`src/rtl/kst_pkg.sv`:
```
// Shared constants and character ROMs for the keyboard scancode translator.
// Holds key numbers, character masks and the plain and shifted lookup tables.
// No dependencies.
package kst_pkg;

    localparam int unsigned SC_W   = 8;
    localparam int unsigned KEY_W  = 7;
    localparam int unsigned CHAR_W = 8;
    localparam int unsigned NUM_KEYS = 1 << KEY_W;

    // Key numbers with a special meaning
    localparam logic [KEY_W-1:0] CAPS_KEY      = 7'h2c;
    localparam logic [KEY_W-1:0] CAPS_LOCK_KEY = 7'h70;
    localparam logic [KEY_W-1:0] LSHIFT_KEY    = 7'h12;
    localparam logic [KEY_W-1:0] RSHIFT_KEY    = 7'h62;
    localparam logic [KEY_W-1:0] CONTROL_KEY   = 7'h19;

    // Scancode bit that marks a key release
    localparam int unsigned REL_BIT = 7;

    // Character handling
    localparam logic [CHAR_W-1:0] CHAR_LOWER_A = 8'h61;
    localparam logic [CHAR_W-1:0] CHAR_LOWER_Z = 8'h7a;
    localparam logic [CHAR_W-1:0] CASE_OFFSET  = 8'h20;
    localparam logic [CHAR_W-1:0] CTRL_MASK    = 8'h1f;
    localparam logic [CHAR_W-1:0] CHAR_NONE    = 8'h00;

    // Unshifted character for each key number
    function automatic logic [CHAR_W-1:0] plain_rom(input logic [KEY_W-1:0] key);
        logic [CHAR_W-1:0] c;
        unique case (key)
            7'd9:    c = 8'h60;
            7'd10:   c = 8'h5c;
            7'd11:   c = 8'h09;
            7'd12:   c = 8'h7a;
            7'd13:   c = 8'h61;
            7'd14:   c = 8'h78;
            7'd26:   c = 8'h7f;
            7'd41:   c = 8'h1b;
            7'd42:   c = 8'hff;
            7'd43:   c = 8'h71;
            7'd45:   c = 8'h73;
            7'd46:   c = 8'h63;
            7'd47:   c = 8'h33;
            7'd49:   c = 8'h31;
            7'd51:   c = 8'h77;
            7'd53:   c = 8'h64;
            7'd54:   c = 8'h76;
            7'd55:   c = 8'h34;
            7'd57:   c = 8'h32;
            7'd58:   c = 8'h74;
            7'd59:   c = 8'h65;
            7'd61:   c = 8'h66;
            7'd62:   c = 8'h62;
            7'd63:   c = 8'h35;
            7'd65:   c = 8'h39;
            7'd66:   c = 8'h79;
            7'd67:   c = 8'h72;
            7'd68:   c = 8'h6b;
            7'd69:   c = 8'h67;
            7'd70:   c = 8'h6e;
            7'd71:   c = 8'h36;
            7'd73:   c = 8'h30;
            7'd74:   c = 8'h75;
            7'd75:   c = 8'h6f;
            7'd76:   c = 8'h6c;
            7'd77:   c = 8'h68;
            7'd78:   c = 8'h6d;
            7'd79:   c = 8'h37;
            7'd81:   c = 8'h2d;
            7'd82:   c = 8'h69;
            7'd83:   c = 8'h70;
            7'd84:   c = 8'h3b;
            7'd85:   c = 8'h6a;
            7'd86:   c = 8'h2c;
            7'd87:   c = 8'h38;
            7'd89:   c = 8'h3d;
            7'd90:   c = 8'h0a;
            7'd91:   c = 8'h5b;
            7'd92:   c = 8'h27;
            7'd93:   c = 8'h2f;
            7'd94:   c = 8'h2e;
            7'd95:   c = 8'h85;
            7'd105:  c = 8'h08;
            7'd106:  c = 8'h86;
            7'd107:  c = 8'h5d;
            7'd108:  c = 8'h87;
            7'd109:  c = 8'h89;
            7'd110:  c = 8'h20;
            7'd111:  c = 8'h88;
            default: c = CHAR_NONE;
        endcase
        return c;
    endfunction

    // Shifted character for each key number
    function automatic logic [CHAR_W-1:0] shift_rom(input logic [KEY_W-1:0] key);
        logic [CHAR_W-1:0] c;
        unique case (key)
            7'd9:    c = 8'h7e;
            7'd10:   c = 8'h7c;
            7'd11:   c = 8'h09;
            7'd12:   c = 8'h5a;
            7'd13:   c = 8'h41;
            7'd14:   c = 8'h58;
            7'd26:   c = 8'h7f;
            7'd41:   c = 8'h1b;
            7'd42:   c = 8'hff;
            7'd43:   c = 8'h51;
            7'd45:   c = 8'h53;
            7'd46:   c = 8'h43;
            7'd47:   c = 8'h23;
            7'd49:   c = 8'h21;
            7'd51:   c = 8'h57;
            7'd53:   c = 8'h44;
            7'd54:   c = 8'h56;
            7'd55:   c = 8'h24;
            7'd57:   c = 8'h40;
            7'd58:   c = 8'h54;
            7'd59:   c = 8'h45;
            7'd61:   c = 8'h46;
            7'd62:   c = 8'h42;
            7'd63:   c = 8'h25;
            7'd65:   c = 8'h28;
            7'd66:   c = 8'h59;
            7'd67:   c = 8'h52;
            7'd68:   c = 8'h4b;
            7'd69:   c = 8'h47;
            7'd70:   c = 8'h4e;
            7'd71:   c = 8'h5e;
            7'd73:   c = 8'h29;
            7'd74:   c = 8'h55;
            7'd75:   c = 8'h4f;
            7'd76:   c = 8'h4c;
            7'd77:   c = 8'h48;
            7'd78:   c = 8'h4d;
            7'd79:   c = 8'h26;
            7'd81:   c = 8'h5f;
            7'd82:   c = 8'h49;
            7'd83:   c = 8'h50;
            7'd84:   c = 8'h3a;
            7'd85:   c = 8'h4a;
            7'd86:   c = 8'h3c;
            7'd87:   c = 8'h2a;
            7'd89:   c = 8'h2b;
            7'd90:   c = 8'h0a;
            7'd91:   c = 8'h7b;
            7'd92:   c = 8'h22;
            7'd93:   c = 8'h3f;
            7'd94:   c = 8'h3e;
            7'd95:   c = 8'h85;
            7'd105:  c = 8'h08;
            7'd106:  c = 8'h86;
            7'd107:  c = 8'h7d;
            7'd108:  c = 8'h87;
            7'd109:  c = 8'h89;
            7'd110:  c = 8'h20;
            7'd111:  c = 8'h88;
            default: c = CHAR_NONE;
        endcase
        return c;
    endfunction

endpackage

```
`src/rtl/keyboard_scancode_translator_core.sv`:
```
// An accepted scancode is held in the input register, then its translation in the result
// register, which holds it while the output is stalled. One scancode per cycle unless
// the output stalls; the key map update and ROM lookup are combinational.
// Reset (rst_n low, asynchronous): clears the 128-bit key map (no key held, caps lock
// off) and empties both pipeline registers.
// Scancode translator top level; depends on kst_pkg for key numbers and the ROMs.
module keyboard_scancode_translator_core
(
    input  logic       clk,
    input  logic       rst_n,

    input  logic       in_valid,
    output logic       in_stall,
    input  logic [7:0] scancode,

    output logic       out_valid,
    input  logic       out_stall,
    output logic       char_valid,
    output logic [7:0] char_code,
    output logic       led_update,
    output logic       led_on
);

    // Input stage
    logic                              s1_valid_reg;
    logic [kst_pkg::SC_W-1:0]          s1_sc_reg;
    logic                              s1_advance;
    logic                              in_accept;

    // Key map
    logic [kst_pkg::NUM_KEYS-1:0]      map_reg;
    logic [kst_pkg::NUM_KEYS-1:0]      map_next;

    // Translation
    logic                              release_key;
    logic [kst_pkg::KEY_W-1:0]         key;
    logic                              is_caps;
    logic                              shift_held;
    logic [kst_pkg::CHAR_W-1:0]        rom_char;
    logic [kst_pkg::CHAR_W-1:0]        case_char;
    logic [kst_pkg::CHAR_W-1:0]        char_next;
    logic                              led_update_next;
    logic                              led_on_next;

    // Result stage
    logic                              r_valid_reg;
    logic                              char_valid_reg;
    logic [kst_pkg::CHAR_W-1:0]        char_code_reg;
    logic                              led_update_reg;
    logic                              led_on_reg;

    // Pipeline flow control
    assign s1_advance = !r_valid_reg || !out_stall;
    assign in_stall   = s1_valid_reg && !s1_advance;
    assign in_accept  = in_valid && !in_stall;

    // Hold the accepted scancode
    always_ff @(posedge clk or negedge rst_n)
    begin
        if (!rst_n)
        begin
            s1_valid_reg <= 1'b0;
        end
        else if (s1_advance || !s1_valid_reg)
        begin
            s1_valid_reg <= in_valid;
        end
    end

    always_ff @(posedge clk)
    begin
        if (in_accept)
        begin
            s1_sc_reg <= scancode;
        end
    end

    // Decode the held scancode
    assign release_key = s1_sc_reg[kst_pkg::REL_BIT];
    assign key         = s1_sc_reg[kst_pkg::KEY_W-1:0];
    assign is_caps     = !release_key && (key == kst_pkg::CAPS_KEY);

    // Update the key map: release clears, press sets, caps toggles the lock bit
    always_comb
    begin
        map_next      = map_reg;
        map_next[key] = !release_key;
        if (is_caps)
        begin
            map_next[kst_pkg::CAPS_LOCK_KEY] = !map_reg[kst_pkg::CAPS_LOCK_KEY];
        end
    end

    always_ff @(posedge clk or negedge rst_n)
    begin
        if (!rst_n)
        begin
            map_reg <= '0;
        end
        else if (s1_valid_reg && s1_advance)
        begin
            map_reg <= map_next;
        end
    end

    // Look up the character against the updated modifier state
    assign shift_held = map_next[kst_pkg::LSHIFT_KEY] || map_next[kst_pkg::RSHIFT_KEY];
    assign rom_char   = shift_held ? kst_pkg::shift_rom(key) : kst_pkg::plain_rom(key);

    always_comb
    begin
        case_char = rom_char;
        if (map_next[kst_pkg::CAPS_LOCK_KEY] && (rom_char >= kst_pkg::CHAR_LOWER_A)
            && (rom_char <= kst_pkg::CHAR_LOWER_Z))
        begin
            case_char = rom_char - kst_pkg::CASE_OFFSET;
        end
    end

    always_comb
    begin
        if (release_key || is_caps)
        begin
            char_next = kst_pkg::CHAR_NONE;
        end
        else if (map_next[kst_pkg::CONTROL_KEY])
        begin
            char_next = case_char & kst_pkg::CTRL_MASK;
        end
        else
        begin
            char_next = case_char;
        end
    end

    assign led_update_next = is_caps;
    assign led_on_next     = is_caps && map_next[kst_pkg::CAPS_LOCK_KEY];

    // Advance into the result register
    always_ff @(posedge clk or negedge rst_n)
    begin
        if (!rst_n)
        begin
            r_valid_reg <= 1'b0;
        end
        else if (s1_advance)
        begin
            r_valid_reg <= s1_valid_reg;
        end
    end

    always_ff @(posedge clk)
    begin
        if (s1_valid_reg && s1_advance)
        begin
            char_valid_reg <= (char_next != kst_pkg::CHAR_NONE);
            char_code_reg  <= char_next;
            led_update_reg <= led_update_next;
            led_on_reg     <= led_on_next;
        end
    end

    assign out_valid  = r_valid_reg;
    assign char_valid = char_valid_reg;
    assign char_code  = char_code_reg;
    assign led_update = led_update_reg;
    assign led_on     = led_on_reg;

endmodule

```
`config.mk`:
```
export PLATFORM = sky130hd
export DESIGN_NAME = keyboard_scancode_translator_core
export DESIGN_NICKNAME = d
export VERILOG_FILES = /design/src/rtl/kst_pkg.sv /design/src/rtl/keyboard_scancode_translator_core.sv
export SDC_FILE = /design/constraint.sdc
export NUM_CORES = 1
export LEC_CHECK = 0
export ABC_AREA = 0
export BUFFER_PORTS_ARGS = -buffer_cell sky130_fd_sc_hd__buf_2
export CAP_MARGIN = 0
export CORE_MARGIN = 10
export CORE_UTILIZATION = 35
export DETAILED_ROUTE_END_ITERATION = 8
export PLACE_DENSITY = 0.54
export SLEW_MARGIN = 10
export SYNTH_ARGS = -nofsm -noshare
export SYNTH_HDL_FRONTEND = slang
export SYNTH_SLANG_ARGS = --single-unit
```
`constraint.sdc`:
```
create_clock -name clk -period 3.6 [get_ports clk]
set_input_delay 0.36 -clock clk [delete_from_list [all_inputs] [get_ports clk]]
set_output_delay 0.36 -clock clk [all_outputs]
set_load 0.03 [all_outputs]
```
# After elaboration in Yosys (flattened, before gate mapping)
# Memories as Yosys holds them, arrays and structs flattened. A register that Yosys moved wholly into a read port is not among the register bits.
# Cells that the tools add are included.
[classes]
addsub = 1
order_cmp = 4
eq_ne = 1
n_mux = 10
reduce_logical = 20
[ops]
columns = ["op", "n"]
rows = [
  ["$bwmux 128", 1],
  ["$mux 8", 4],
  ["$mux 7", 2],
  ["$ge 8x7->1 const B", 1],
  ["$le 8x7->1 const B", 1],
  ["$logic_and 1x1->1", 8],
  ["$lt 7x8->1 const B", 1],
  ["$reduce_bool 8->1", 1],
  ["$sub 8x6->8 const B", 1],
  ["$demux 1 s7", 1],
  ["$eq 7x6->1 const B", 1],
  ["$ge 7x1->1 const B", 1],
  ["$logic_not 1->1", 7],
  ["$logic_or 1x1->1", 4],
  ["$mux 1", 2],
]
[word_totals]
regBits = 149
rom_bits = 2048
inputBits = 12
elab_cells = 46
mem_count = 2
[memory_table]
columns = ["name", "words", "width", "read_ports", "rd_ports_with_merged_regs", "wr", "line", "text"]
rows = [
  ["(no name shown)", 128, 8, 1, 1, 0, "kst_pkg.sv:31", "unique case (key)"],
  ["(no name shown)", 128, 8, 1, 1, 0, "kst_pkg.sv:99", "unique case (key)"],
]

# Depth between registers and ports, before layout
# Gate-level depths: netlist (run 1).
[logic_depth]
ltp_word = 14
mapped_depth = 14
ltp_nobuf = 12

# Worst setup path before layout (run 1)
# Ideal clock, no wire load.
[synth_path]
kind = "flip-flop to flip-flop"
from = "register r_valid_reg, in the netlist out_valid"
to = "register (tool-made name)"
setup_ns = 0.095
arrival_ns = 3.783
required_time_ns = 3.505
slack_ns = -0.278
path_stages_with_launch = 14
n_path_buf = 2
synth_period_minus_slack_ns = 3.878
cell_sequence = "dfrtp_1 -> nand3_1 -> clkinv_1 -> o211a_1 -> inv_1 -> clkbuf_1 -> ha_1 -> clkbuf_1 -> inv_1 -> a2111oi_0 -> a21oi_1 -> o221ai_1 -> nor2_1 -> a221oi_1"
[synth_lines]
columns = ["item", "line", "text"]
rows = [
  ["start, declared", "keyboard_scancode_translator_core.sv:46", "logic r_valid_reg;"],
  ["start signal, assigned", "keyboard_scancode_translator_core.sv:148", "r_valid_reg <= s1_valid_reg;"],
]

# Worst setup path after layout (run 1)
[layout_path]
from = "register s1_sc_reg[3] (netlist name)"
to = "register char_valid_reg, in the netlist char_valid (data pin)"
[layout_via]
elab_chain_len = 14
[layout_lines]
columns = ["item", "line", "text"]
rows = [
  ["start, declared", "keyboard_scancode_translator_core.sv:26", "logic [kst_pkg::SC_W-1:0] s1_sc_reg;"],
  ["start signal, assigned", "keyboard_scancode_translator_core.sv:74", "s1_sc_reg <= scancode;"],
  ["$lt 7x8->1 (not written as such) / $ge 7x1->1 (equally long branches)", "keyboard_scancode_translator_core.sv:87", "map_next[key] = !release_key;"],
  ["$logic_and 1x1->1 (not written as such)", "keyboard_scancode_translator_core.sv:87", ""],
  ["$mux 1 (not written as such)", "keyboard_scancode_translator_core.sv:87", ""],
  ["$demux 1 s7", "keyboard_scancode_translator_core.sv:87", ""],
  ["$bwmux 128", "keyboard_scancode_translator_core.sv:87", ""],
  ["$logic_or 1x1->1", "keyboard_scancode_translator_core.sv:107", "assign shift_held = map_next[kst_pkg::LSHIFT_KEY] || map_next[kst_pkg::RSHIFT_KEY];"],
  ["$mux 8", "keyboard_scancode_translator_core.sv:108", "assign rom_char = shift_held ? kst_pkg::shift_rom(key) : kst_pkg::plain_rom(key);"],
  ["$ge 8x7->1", "keyboard_scancode_translator_core.sv:113", "if (map_next[kst_pkg::CAPS_LOCK_KEY] && (rom_char >= kst_pkg::CHAR_LOWER_A)"],
  ["$logic_and 1x1->1", "keyboard_scancode_translator_core.sv:113", ""],
  ["$logic_and 1x1->1", "keyboard_scancode_translator_core.sv:114", "&& (rom_char <= kst_pkg::CHAR_LOWER_Z))"],
  ["$mux 8", "keyboard_scancode_translator_core.sv:113", ""],
  ["$mux 8", "keyboard_scancode_translator_core.sv:126", "else if (map_next[kst_pkg::CONTROL_KEY])"],
  ["$mux 8 *", "keyboard_scancode_translator_core.sv:122", "if (release_key || is_caps)"],
  ["named net char_next (one bit)", "keyboard_scancode_translator_core.sv:41", "logic [kst_pkg::CHAR_W-1:0] char_next;"],
  ["$reduce_bool 8->1 *", "keyboard_scancode_translator_core.sv:156", "char_valid_reg <= (char_next != kst_pkg::CHAR_NONE);"],
  ["end signal, assigned", "keyboard_scancode_translator_core.sv:156", ""],
  ["end, declared", "keyboard_scancode_translator_core.sv:47", "logic char_valid_reg;"],
]
# The timed path passes the listed nets; every way through them passes the cells marked *.
# A chain may end at the register's enable or synchronous reset.

==> results of run 1 <==
final timing paths:
check | depth (start not counted) | from | slack (ns) | end
max reg2reg | 9 | s1_sc_reg[3] | 0.37 | char_valid
max in group asynchronous | 2 | rst_n | 3.04 | s1_valid_reg
min | 1 | scancode[7] | 0.23 | s1_sc_reg[7]
min reg2reg | 2 | map_reg[25] | 0.52 | map_reg[25]
min in group asynchronous | 2 | rst_n | 0.41 | map_reg[25]
max | 9 | s1_sc_reg[3] | 0.37 | char_valid
layer usage:
| metal | global-route usage (%) | vias up |
|---|---|---|
| li1 | - | 1596 |
| met1 | 20.4 | 1587 |
| met2 | 23.1 | 202 |
| met3 | 3.34 | 51 |
| met4 | 8.42 | 0 |
| met5 | 0 | - |
area by class of cell:
| cell class | instances | area share, % |
|---|---|---|
| clock buffers | 8 | 3.90 |
| multi-input cells | 319 | 55.7 |
| repair buffers | 43 | 7.19 |
| well taps | 111 | 3.77 |
| inverters | 17 | 1.73 |
| flip-flops and latches | 40 | 27.7 |
synth_stat cells (4+ instances only):
| master | n |
|---|---|
| sky130_fd_sc_hd__a211oi_1 | 8 |
| sky130_fd_sc_hd__a21oi_1 | 25 |
| sky130_fd_sc_hd__a221oi_1 | 8 |
| sky130_fd_sc_hd__a22oi_1 | 4 |
| sky130_fd_sc_hd__a31oi_1 | 8 |
| sky130_fd_sc_hd__a32oi_1 | 4 |
| sky130_fd_sc_hd__clkbuf_1 | 26 |
| sky130_fd_sc_hd__dfrtp_1 | 6 |
| sky130_fd_sc_hd__dfxtp_1 | 15 |
| sky130_fd_sc_hd__edfxtp_1 | 19 |
| sky130_fd_sc_hd__ha_1 | 11 |
| sky130_fd_sc_hd__inv_1 | 15 |
| sky130_fd_sc_hd__mux2i_1 | 15 |
| sky130_fd_sc_hd__nand2_1 | 37 |
| sky130_fd_sc_hd__nand2b_1 | 4 |
| sky130_fd_sc_hd__nand3_1 | 18 |
| sky130_fd_sc_hd__nand4_1 | 6 |
| sky130_fd_sc_hd__nor2_1 | 39 |
| sky130_fd_sc_hd__nor3_1 | 15 |
| sky130_fd_sc_hd__o211a_1 | 4 |
| sky130_fd_sc_hd__o211ai_1 | 11 |
| sky130_fd_sc_hd__o21ai_0 | 32 |
| sky130_fd_sc_hd__o22ai_1 | 5 |
| sky130_fd_sc_hd__o31ai_1 | 5 |
| sky130_fd_sc_hd__or4_1 | 6 |
where the power goes:
group	switching, mW	leakage (nW)	internal, mW	total [mW]
logic	0.414	0.965	0.229	0.643
clock network	0.169	0.0729	0.263	0.432
registers	0.0454	0.384	0.547	0.592
total	0.628	1.42	1.04	1.67
repair_timing:
item,4_1_cts,5_1_grt
hold buffers,1,0
endpoints found under the setup margin,0,0
resized for setup,0,0
endpoints found under the hold margin,6,0
stage by stage:
step / power, mW / cell area (um2) / setup WS (ns) / hold slack, ns / utilization [%]
finish: 1.67 / 3690 / 0.367 / 0.233 / 40.5
global placement: 1.23 / 3530 / 0.429 / 0.196 / 38.8
global route: 1.76 / 3690 / 0.244 / 0.229 / 40.5
floorplan: 1.04 / 3250 / 0.0819 / 0.0644 / -
CTS: 1.66 / 3690 / 0.370 / 0.225 / 40.5
detailed placement: 1.23 / 3530 / 0.391 / 0.200 / 38.8
logic make-up after synthesis:
family / count (synthesis)
muxes: 19
buffers and inverters: 46
adders and majority gates: 11
and+or+nand+nor: 145
xor gates and xnor gates: 1
DFF: 40
AOI/OAI and AO/OA: 143
critical path, stage by stage, from the launching register on:
cell	delay, ns
sky130_fd_sc_hd__edfxtp_1	0.51
sky130_fd_sc_hd__or3b_1	0.40
sky130_fd_sc_hd__or4_1	0.43
sky130_fd_sc_hd__o211a_1	0.20
sky130_fd_sc_hd__mux2_4	0.22
sky130_fd_sc_hd__inv_1	0.04
sky130_fd_sc_hd__ha_1	0.26
sky130_fd_sc_hd__inv_1	0.04
sky130_fd_sc_hd__o311a_1	0.35
sky130_fd_sc_hd__or4_1	0.52
cell usage in the layout, fill, tap and decap left out, types with 4 or more instances in the layout:
cell type,instances
sky130_fd_sc_hd__o211ai_1,11
sky130_fd_sc_hd__clkbuf_8,5
sky130_fd_sc_hd__edfxtp_1,19
sky130_fd_sc_hd__o22ai_1,5
sky130_fd_sc_hd__a31oi_1,8
sky130_fd_sc_hd__inv_1,15
sky130_fd_sc_hd__nand3_1,18
sky130_fd_sc_hd__buf_2,24
sky130_fd_sc_hd__ha_1,11
sky130_fd_sc_hd__dfxtp_1,15
sky130_fd_sc_hd__a21oi_1,25
sky130_fd_sc_hd__a22oi_1,4
sky130_fd_sc_hd__o211a_1,4
sky130_fd_sc_hd__a211oi_1,7
sky130_fd_sc_hd__a32oi_1,4
sky130_fd_sc_hd__mux2i_1,15
sky130_fd_sc_hd__o31ai_1,5
sky130_fd_sc_hd__a221oi_1,8
sky130_fd_sc_hd__nor2_1,39
sky130_fd_sc_hd__nand2b_1,4
sky130_fd_sc_hd__buf_4,18
sky130_fd_sc_hd__nand2_1,37
sky130_fd_sc_hd__nand4_1,6
sky130_fd_sc_hd__or4_1,6
sky130_fd_sc_hd__o21ai_0,32
sky130_fd_sc_hd__dfrtp_1,6
sky130_fd_sc_hd__nor3_1,15
==> impl_summary.md, run 1 <==
STA
In this run the tightest slew margin relative to its limit is 41.7%. The final number of max-transition violations was 0. The ratio of final minimum period to clock period is 89.8%. Static timing analysis puts the maximum clock frequency at 0.309 GHz. For the final routed database, the setup TNS stands at 0 ns. The final hold violation count was 0. The total of endpoints with negative setup slack in the final report is 0.

After layout, the minimum clock period comes to 3.23 ns. At the pin with the least slew margin, the transition time is 0.867 ns. The worst clock skew on the final layout is 0.00823 ns. Setup repair after global routing left no endpoint under its margin.

Yosys
The register bit count reported by yosys is 40. Summing the areas of all and, or, nand and nor instances in the mapped netlist gives 22.0% of the synthesized area. The complex-gate fraction of the synthesized area is 30.1%. The warning count from the yosys run is 0.

The proportion of register bits with asynchronous set or reset after synthesis is 15.0%. The netlist area before placement is 3240 um2. Counting every net in the synthesized netlist gives 428. Of the post-synthesis cell area, the part taken by muxes is 6.26%.

The fraction of post-synthesis cell area in the top cell type by area is 17.6%. After synthesis, the largest family of logic cells by area is compound AO/OA/AOI/OAI gates. The synthesized area per cell is 8.00 um2. The number of distinct library cell variants in the gate-level netlist after synthesis is 62. For this run, the leading register cell type out of synthesis is sky130_fd_sc_hd__edfxtp_1.

The xor/xnor cell area share of the yosys netlist is 0.270%. By area the synthesized netlist is led by sky130_fd_sc_hd__edfxtp_1 18%, sky130_fd_sc_hd__dfxtp_1 9.3%, sky130_fd_sc_hd__o21ai_0 4.9%. sky130_fd_sc_hd__edfxtp_1 takes more of the synthesized area than any other cell. The share of synthesized cell area in full adder, half adder and majority cells is 4.25%. Summing the sequential cell areas from Yosys gives 31.5% of the chip area.

In this run, synthesis inferred 19 flip-flops with an integrated enable. Counting every instance in the synthesized netlist gives 405.

CTS
The clock tree root buffer cell is sky130_fd_sc_hd__clkbuf_8. The clock sink count is 40. The worst-skew pair later-pin latency is 0.30 ns.

In this run the post-CTS setup repair buffer count came out at 0. The clock passes through at most 2 buffers. The total clock buffers created by CTS is 5. The maximum level of the CTS H-tree is 2. The clock transition time at the flip-flop clock pins of the worst setup and hold paths is 0.08 ns. TritonCTS built the clock tree.

Critical path
The critical path endpoint category is a flip-flop. The critical path is of the flip-flop to flip-flop type. The required time reported for the critical path endpoint is 3.63 ns. In this run the worst path has a maximum fanout of 9. For the worst setup path, the data arrival time is 3.27 ns. The type of origin of the critical path is a flip-flop.

GRT
The initial antenna violation count was 0. The combined global-route utilization of all metal layers is 15.5%. The via count of the first global-routing pass came to 3154. The first global-routing pass estimated 17000 um of wire. The pin count of the biggest net entering global routing is 33. The final global-route overflow total is 0.

Finish
The share of post-route cells with drive strength above 1 is 14.5%. The number of antenna diodes in the final layout is 0. Summing all multi-input logic gate instances after layout gives 2050 um2. Compared with the post-synthesis result, the final layout area differs by 13.8%. The number of fillers in the final layout is 927. In the final design database the tool counted 449 nets. The total area of sequential cells is 1020 um2.

The non-filler instance count after layout is 538.

Floorplan
The number of primary I/O pins is 25. The initial utilization of the core area, before any placement, comes to 35.6%. The die height is 116 um. The core area is 9110 um2. The floorplan die area is 13500 um2. In this run the horizontal extent of the chip is 116 um. The number of rows created at floorplan is 35.

Power and ir drop
The worst IR drop on VDD is 0.000145 V. The power density over the cells is 452 nW/um2. Summed over all cells, the static leakage comes to 1.42 nW.

Route
After detailed routing, the number of remaining DRC violations is 0. The total via count in the routed design is 3436. In the final routing, the length of wire on met1 measures 4350 um. The count of antenna-violating nets left after detailed routing is 0. The routed wire length per instance is 19.5 um.

The routed design uses 1000 um of met3 wire. The first TritonRoute pass finished after 5 iterations. The number of design-rule violations left by the first detailed-router iteration is 496. The detailed route wirelength on metal2 is 4570 um. The highest layer touched by signal routing is met4.

In the routed layout, each cell is associated on average with a via count of 6.39. The post-detailed-routing wire length is 10500 um.

Job
The reported max-cap violation count is 0.

Placement
The number of cells in the design after placement is 529. The half-perimeter wire length after detailed placement is 7750 um. The congestion estimate from routability-driven global placement came to 1.02.

During placement, the flow inserted port buffers numbering 24.

Min path
The path category of the worst min-delay check is input pin to flip-flop.

Outcome
The run finished with clean final reports.
Note: power is estimated with default switching activity, not from simulation.
==> run 2: changes to the inputs <==
--- a/config.mk
+++ b/config.mk
@@ -11,6 +11,7 @@
 export CORE_MARGIN = 10
 export CORE_UTILIZATION = 35
 export DETAILED_ROUTE_END_ITERATION = 8
+export GPL_ROUTABILITY_DRIVEN = 0
 export PLACE_DENSITY = 0.54
 export SLEW_MARGIN = 10
 export SYNTH_ARGS = -nofsm -noshare
==> constraint.sdc (replaced) <==
create_clock -name clk -period 2.9 [get_ports clk]
set_input_delay 0.29 -clock clk [delete_from_list [all_inputs] [get_ports clk]]
set_output_delay 0.29 -clock clk [all_outputs]
set_load 0.03 [all_outputs]
==> impl_summary.md, run 2 (synthesis gave the netlist of run 1 again) <==
Outcome
The run finished, with violations left. The checks that failed: negative setup slack.

Critical path
The largest individual stage delay along the critical path comes from the cell sky130_fd_sc_hd__or4_1. The critical path contains buffers and inverters numbering 2 combined. The worst-path maximum fanout is 3.

STA classifies the critical path startpoint as a flip-flop. STA puts the critical path data required time at 2.94 ns. The dominant delay contributor by cell family on the critical path is simple AND/OR/NAND/NOR gates. The largest incremental delay on the critical path is 0.52 ns. STA puts the critical path data arrival time at 3.08 ns.

The critical path endpoint category is a flip-flop. The category of the critical setup timing path is flip-flop to flip-flop. The critical path goes through or3b_4 > or4_4 > o211a_4 > mux2_4 > inv_4 > ha_4 > inv_2 > o311a_1 > or4_1.

Finish
The share of post-route cells with drive strength above 1 is 25.4%. The number of antenna diodes in the final layout is 0. The finished cells cover 4090 um2. After the last flow step, the layout net total stands at 486.

Leaving out fill and tap cells, the most frequent cells in the layout are 52 x sky130_fd_sc_hd__buf_4, 39 x sky130_fd_sc_hd__nor2_1, 37 x sky130_fd_sc_hd__nand2_1. The layout overhead on the synthesized area is 26.4%. Leaving out fill and tap cells, the most frequent cell in the layout is sky130_fd_sc_hd__buf_4. Once layout is complete, the cells apart from fillers number 575. For this run, the share of the core covered by cells in the final layout is 44.9%.

Placement
The number of cells in the design after placement is 561. Detailed placement finished with a half-perimeter wire length of 8340 um. Once placement finished, the instance area stood at 3840 um2. Input and output buffers added on the ports amount to 24.

CTS
CTS placed an instance of sky130_fd_sc_hd__clkbuf_8 at the clock tree root. The TritonCTS clock tree is built. Buffers inserted during clock tree synthesis total 5. The clock sink count is 40. Clock-pin slew was measured on the worst setup and hold paths at 0.08 ns. The clock passes through at most 2 buffers. At the later pin of the worst-skew pair, clock insertion delay measures 0.29 ns. The maximum level of the CTS H-tree is 2.

Power and ir drop
The worst IR drop on VDD is 0.000194 V. The analysis attributes to cell leakage a power of 1.61 nW. The net switching power figure is 817 uW. The internal power consumption is 1.27 mW. The combinational cell fraction of total power is 44.9%.

The clock network fraction of design power is 20.3%. Of the total power, the share spent switching nets is 39.1%. In this run the power density over the cells is 511 nW/um2. The register share of total power is 34.8%.

STA
The ratio of final minimum period to clock period is 105%. The final number of max-transition violations came to 0. Setup violations remaining at the end of the flow were counted as 1.

In the post-route analysis, the smallest setup slack over all paths is -0.138 ns. Final hold analysis gives a worst-case slack of 0.171 ns. The post-layout minimum cycle time is 3.04 ns. Derived from the worst setup path, the maximum achievable clock frequency is 0.329 GHz.

At the pin with the least slew margin, the transition time is 0.607 ns. The final hold violation count is 0. Measured against its own limit, the worst slew margin works out to 59.0%.

Setup total negative slack on the finished layout was measured at -0.138 ns. Setup repair after global routing could not meet its margin everywhere. On the final layout, the worst clock skew is 0.00284 ns.

Floorplan
The die covers 13500 um2. Measured along the x axis, the die boundary spans 116 um. For this configuration, the core starts out at a cell density of 35.6%. The floorplan step defined a core boundary enclosing 9110 um2.

The die is 116 um tall. 25 I/O pins were placed. The number of rows created at floorplan is 35.

Route
The post-detailed-routing wire length is 11300 um. In this run the remaining antenna-violating nets after routing total 0. After detailed routing, the number of remaining DRC violations is 0. The total via count in the routed design is 3618. In the final routed layout, each cell accounts on average for 19.6 um. After detailed routing, the number of vias per cell comes to 6.29. The number of design-rule violations left by the first detailed-router iteration is 434. The detailed-routing iteration count for the pre-antenna-repair pass is 6.

GRT
The pin count of the biggest net entering global routing is 24. The initial antenna violation count came to 0. The via count of the first global-routing pass is 3379. The final global-route overflow total is 0. The global-route wire length before repair is 17400 um. The combined global-route utilization of all metal layers is 16.1%.

Min path
In this run the worst hold path is classified as input pin to flip-flop.

Job
The tool flagged a number of max-cap violations equal to 0.
==> run 2: routing by layer <==
layer  global-route usage, %  part of all wire, %
met4                    7.76                  3.8
met5                       0                    0
met3                    2.98                  8.7
met1                    20.6                   42
met2                    25.7                   45
==> run 2: power by group through the flow <==
stage	clock network, mW	logic, mW	registers, mW
4_1_cts	0.440	0.887	0.725
3_3_place_gp	0	0.864	0.736
2_1_floorplan	0	0.537	0.768
3_5_place_dp	0	0.866	0.738
5_1_grt	0.459	1.01	0.738
6_report	0.424	0.939	0.728
==> run 2: area by class of cell <==
cell class              instances  area [um2]
fillers                       918        5010
flip-flops and latches         40        1020
well taps                     111         139
clock inverters                 2        17.5
multi-input cells             319        2170
inverters                      17        73.8
clock buffers                   6        93.8
repair buffers                 80         581
==> run 2: worst register-to-register path, delay by kind of cell, from the launching register on <==
kind | cells | cell delay [ns]
compound gates | 2 | 0.48
fa+ha+maj | 1 | 0.25
buf+inv | 2 | 0.05
flops | 1 | 0.41
mux | 1 | 0.22
simple gates | 3 | 1.37
==> run 2: per-stage QoR <==
| step | setup slack [ns] | total power, mW |
|---|---|---|
| after detailed placement | -0.176 | 1.60 |
| after global routing | -0.210 | 2.21 |
| after global placement | -0.151 | 1.60 |
| final | -0.138 | 2.09 |
| after floorplan | -0.237 | 1.30 |
| after CTS | -0.168 | 2.05 |
==> run 2: path summary, 6_finish.rpt <==
| check | start | endpoint | slack, ns | depth (start not counted) |
|---|---|---|---|---|
| setup / recovery | s1_sc_reg[0] | char_valid | -0.14 | 9 |
| hold / removal | scancode[7] | s1_sc_reg[7] | 0.17 | 1 |
| setup reg to reg | s1_sc_reg[0] | char_valid | -0.14 | 9 |
| hold reg to reg | map_reg[25] | map_reg[25] | 0.50 | 2 |
| max in group asynchronous | rst_n | s1_valid_reg | 2.38 | 2 |
| min in group asynchronous | rst_n | out_valid | 0.35 | 2 |
==> run 2: repair_timing <==
action | 4_1_cts | 5_1_grt
setup buffers | 1 | 5
pin swaps | 5 | 7
endpoints found under the setup margin | 1 | 9
hold buffers | 1 | 0
hold endpoints to repair | 6 | 0
gates resized for setup | 3 | 17
==> run 3: changes to the inputs <==
--- a/config.mk
+++ b/config.mk
@@ -9,10 +9,10 @@
 export BUFFER_PORTS_ARGS = -buffer_cell sky130_fd_sc_hd__buf_2
 export CAP_MARGIN = 0
 export CORE_MARGIN = 10
-export CORE_UTILIZATION = 35
+export CORE_UTILIZATION = 30
 export DETAILED_ROUTE_END_ITERATION = 8
 export GPL_ROUTABILITY_DRIVEN = 0
-export PLACE_DENSITY = 0.54
+export PLACE_DENSITY = 0.48
 export SLEW_MARGIN = 10
 export SYNTH_ARGS = -nofsm -noshare
 export SYNTH_HDL_FRONTEND = slang
==> constraint.sdc (replaced) <==
create_clock -name clk -period 2.9 [get_ports clk]
set_input_delay 0.29 -clock clk [delete_from_list [all_inputs] [get_ports clk]]
set_output_delay 0.29 -clock clk [all_outputs]
set_load 0.1 [all_outputs]
==> impl_summary.md, run 3 (synthesis gave the netlist of run 1 again) <==
Outcome
The run finished, with violations left. The final reports fail on negative setup slack.

Floorplan
From bottom edge to top edge, the die measures 124 um. For this configuration, the core starts out at a cell density of 31.1%. In this run the count of I/O pins placed on the die edge is 25. The core area is 10400 um2. In this run the core area contains 37 standard-cell rows.

The overall die width is 124 um. The floorplan die area is 15400 um2.

GRT
The global-route met3 utilization is 2.44%. The via count of the first global-routing pass was 3400. The met1 usage in global routing is 19.8%.

The global-route wire length before repair is 18300 um. The final global-route overflow total is 0. The combined global-route utilization of all metal layers is 15.0%. In the global route stage, met2 resource usage came out at 23.4%.

The pin count of the biggest net entering global routing is 26. The initial antenna violation count came to 0. In this run the most used layer during global routing was met2.

Power and ir drop
For this design the static power due to leakage is 1.59 nW. The worst IR drop on VDD is 0.000262 V. For this design the ratio of total power to cell area is 541 nW/um2. Summing internal, switching and leakage power gives 2.20 mW.

Finish
The final antenna diode count is 0. The post-route netlist has 24.4% of its cells at a drive strength greater than 1. The total area of sequential cells is 1020 um2. Relative to the synthesized area, the layout overhead comes to 25.6%. The net count of the finished layout is 485. The number of fillers in the final layout is 1084. The leading cell type in the layout, fill and taps excluded is sky130_fd_sc_hd__buf_4. The multi-input gate area in the final layout is 2130 um2. Leaving out fill and tap cells, the most frequent cells in the layout are 52 x sky130_fd_sc_hd__buf_4, 39 x sky130_fd_sc_hd__nor2_1, 37 x sky130_fd_sc_hd__nand2_1.

STA
The final hold slack is 0.167 ns. The achievable frequency is 0.333 GHz. The post-layout minimum cycle time is 3.01 ns. Once routing completed, OpenROAD measured the worst setup slack at -0.107 ns. The ratio of final minimum period to clock period is 104%. After routing, the total negative slack on setup checks comes to -0.107 ns.

The worst max-slew margin expressed relative to the limit is 54.6%. Setup repair after global routing could not meet its margin everywhere. The worst-margin pin slew is 0.675 ns. Setup violations remaining at the end of the flow were counted as 1. The final hold violation count is 0. The worst clock skew on the final layout is 0.00643 ns. The final number of max-transition violations was 0.

Route
The count of antenna-violating nets left after detailed routing is 0. The number of DRC violations after detailed routing is 0. After detailed routing, the total wire length is 11500 um.

The routed wire length per instance is 19.1 um. The routed layout has 3549 vias. Dividing the detail-routed via count by the number of cells gives 5.92. The detailed-routing iteration count for the pre-antenna-repair pass is 5.

The detailed router finished its first iteration with 569 violations.

CTS
The worst-case clock buffer depth is 2. CTS placed an instance of sky130_fd_sc_hd__clkbuf_8 at the clock tree root. The total clock buffers created by CTS is 5. Clock-pin slew was measured on the worst setup and hold paths at 0.08 ns. The worst-skew pair later-pin latency is 0.30 ns. The TritonCTS clock tree is built.

The clock tree synthesis step divided the H-tree into 2 levels. The clock sink count is 40.

Min path
The worst hold path belongs to the class input pin to flip-flop.

Critical path
For the worst setup path, the data arrival time is 3.05 ns. In this run the worst path has a maximum fanout of 3. For the worst setup path, the data required time is 2.94 ns. The critical path in this run is classified as flip-flop to flip-flop. The critical path endpoint category is a flip-flop. The type of origin of the critical path is a flip-flop.

Job
The tool flagged a number of max-cap violations equal to 0.

Placement
Detailed placement ended at an HPWL of 8660 um. The count of buffers added on input and output ports is 24.
## run 3: cell types whose count changed in the layout (fill, tap and decap cells not counted), moves of 2 or more
| cell | before | now |
|---|---|---|
| sky130_fd_sc_hd__inv_2 | 1 | 4 |
| sky130_fd_sc_hd__a221oi_1 | 6 | 8 |
| sky130_fd_sc_hd__a221oi_2 | 2 | 0 |
| sky130_fd_sc_hd__buf_12 | 3 | 1 |
| sky130_fd_sc_hd__inv_4 | 2 | 0 |
## run 3: per-stage QoR
stage	instances	area [um2]	util (%)	worst slack, ns
finish	599	4070	39.1	-0.107
detailed placement	589	3890	37.4	-0.185
global placement	589	3890	37.4	-0.165
floorplan	405	3300	-	-0.237
CTS	599	4030	38.7	-0.147
global route	599	4070	39.1	-0.194
## run 3: power breakdown
group          switching [mW]  leakage, nW  internal (mW)
combinational           0.668         1.15          0.373
clock                   0.208       0.0565          0.225
sequential             0.0506        0.384          0.679
total                   0.926         1.59           1.28
## run 3: critical path, cell delays in order (launching register included)
cell	delay, ns
sky130_fd_sc_hd__edfxtp_1	0.39
sky130_fd_sc_hd__or3b_4	0.41
sky130_fd_sc_hd__or4_4	0.44
sky130_fd_sc_hd__o211a_4	0.17
sky130_fd_sc_hd__mux2_4	0.31
sky130_fd_sc_hd__inv_2	0.07
sky130_fd_sc_hd__ha_4	0.13
sky130_fd_sc_hd__inv_2	0.02
sky130_fd_sc_hd__o311a_1	0.29
sky130_fd_sc_hd__or4_1	0.51
## run 3: what timing repair did
action,CTS,global route
pin swaps,0,1
resized for setup,2,8
hold endpoints to repair,6,0
hold buffers,1,0
endpoints found under the setup margin,1,1
buffers inserted,1,0
## run 3: per-layer routing
metal | vias up | part of all wire, %
met5 | - | 0
met4 | 0 | 3.6
met3 | 33 | 8.2
met2 | 187 | 45
met1 | 1661 | 43
li1 | 1668 | -
## run 3: cell type report
class | instances | area share, %
flip-flops and latches | 40 | 25.2
well taps | 136 | 4.18
clock inverters | 2 | 0.431
inverters | 17 | 1.88
repair buffers | 79 | 13.6
multi-input cells | 319 | 52.5
clock buffers | 6 | 2.31
## run 3: worst paths after layout
kind | startpoint | endpoint | slack, ns | cells after the start
max | s1_sc_reg[0] | char_valid | -0.11 | 9
min | scancode[7] | s1_sc_reg[7] | 0.17 | 1
max reg2reg | s1_sc_reg[0] | char_valid | -0.11 | 9
min reg2reg | map_reg[25] | map_reg[25] | 0.50 | 2
max in group asynchronous | rst_n | out_valid | 2.41 | 2
min in group asynchronous | rst_n | s1_valid_reg | 0.33 | 2
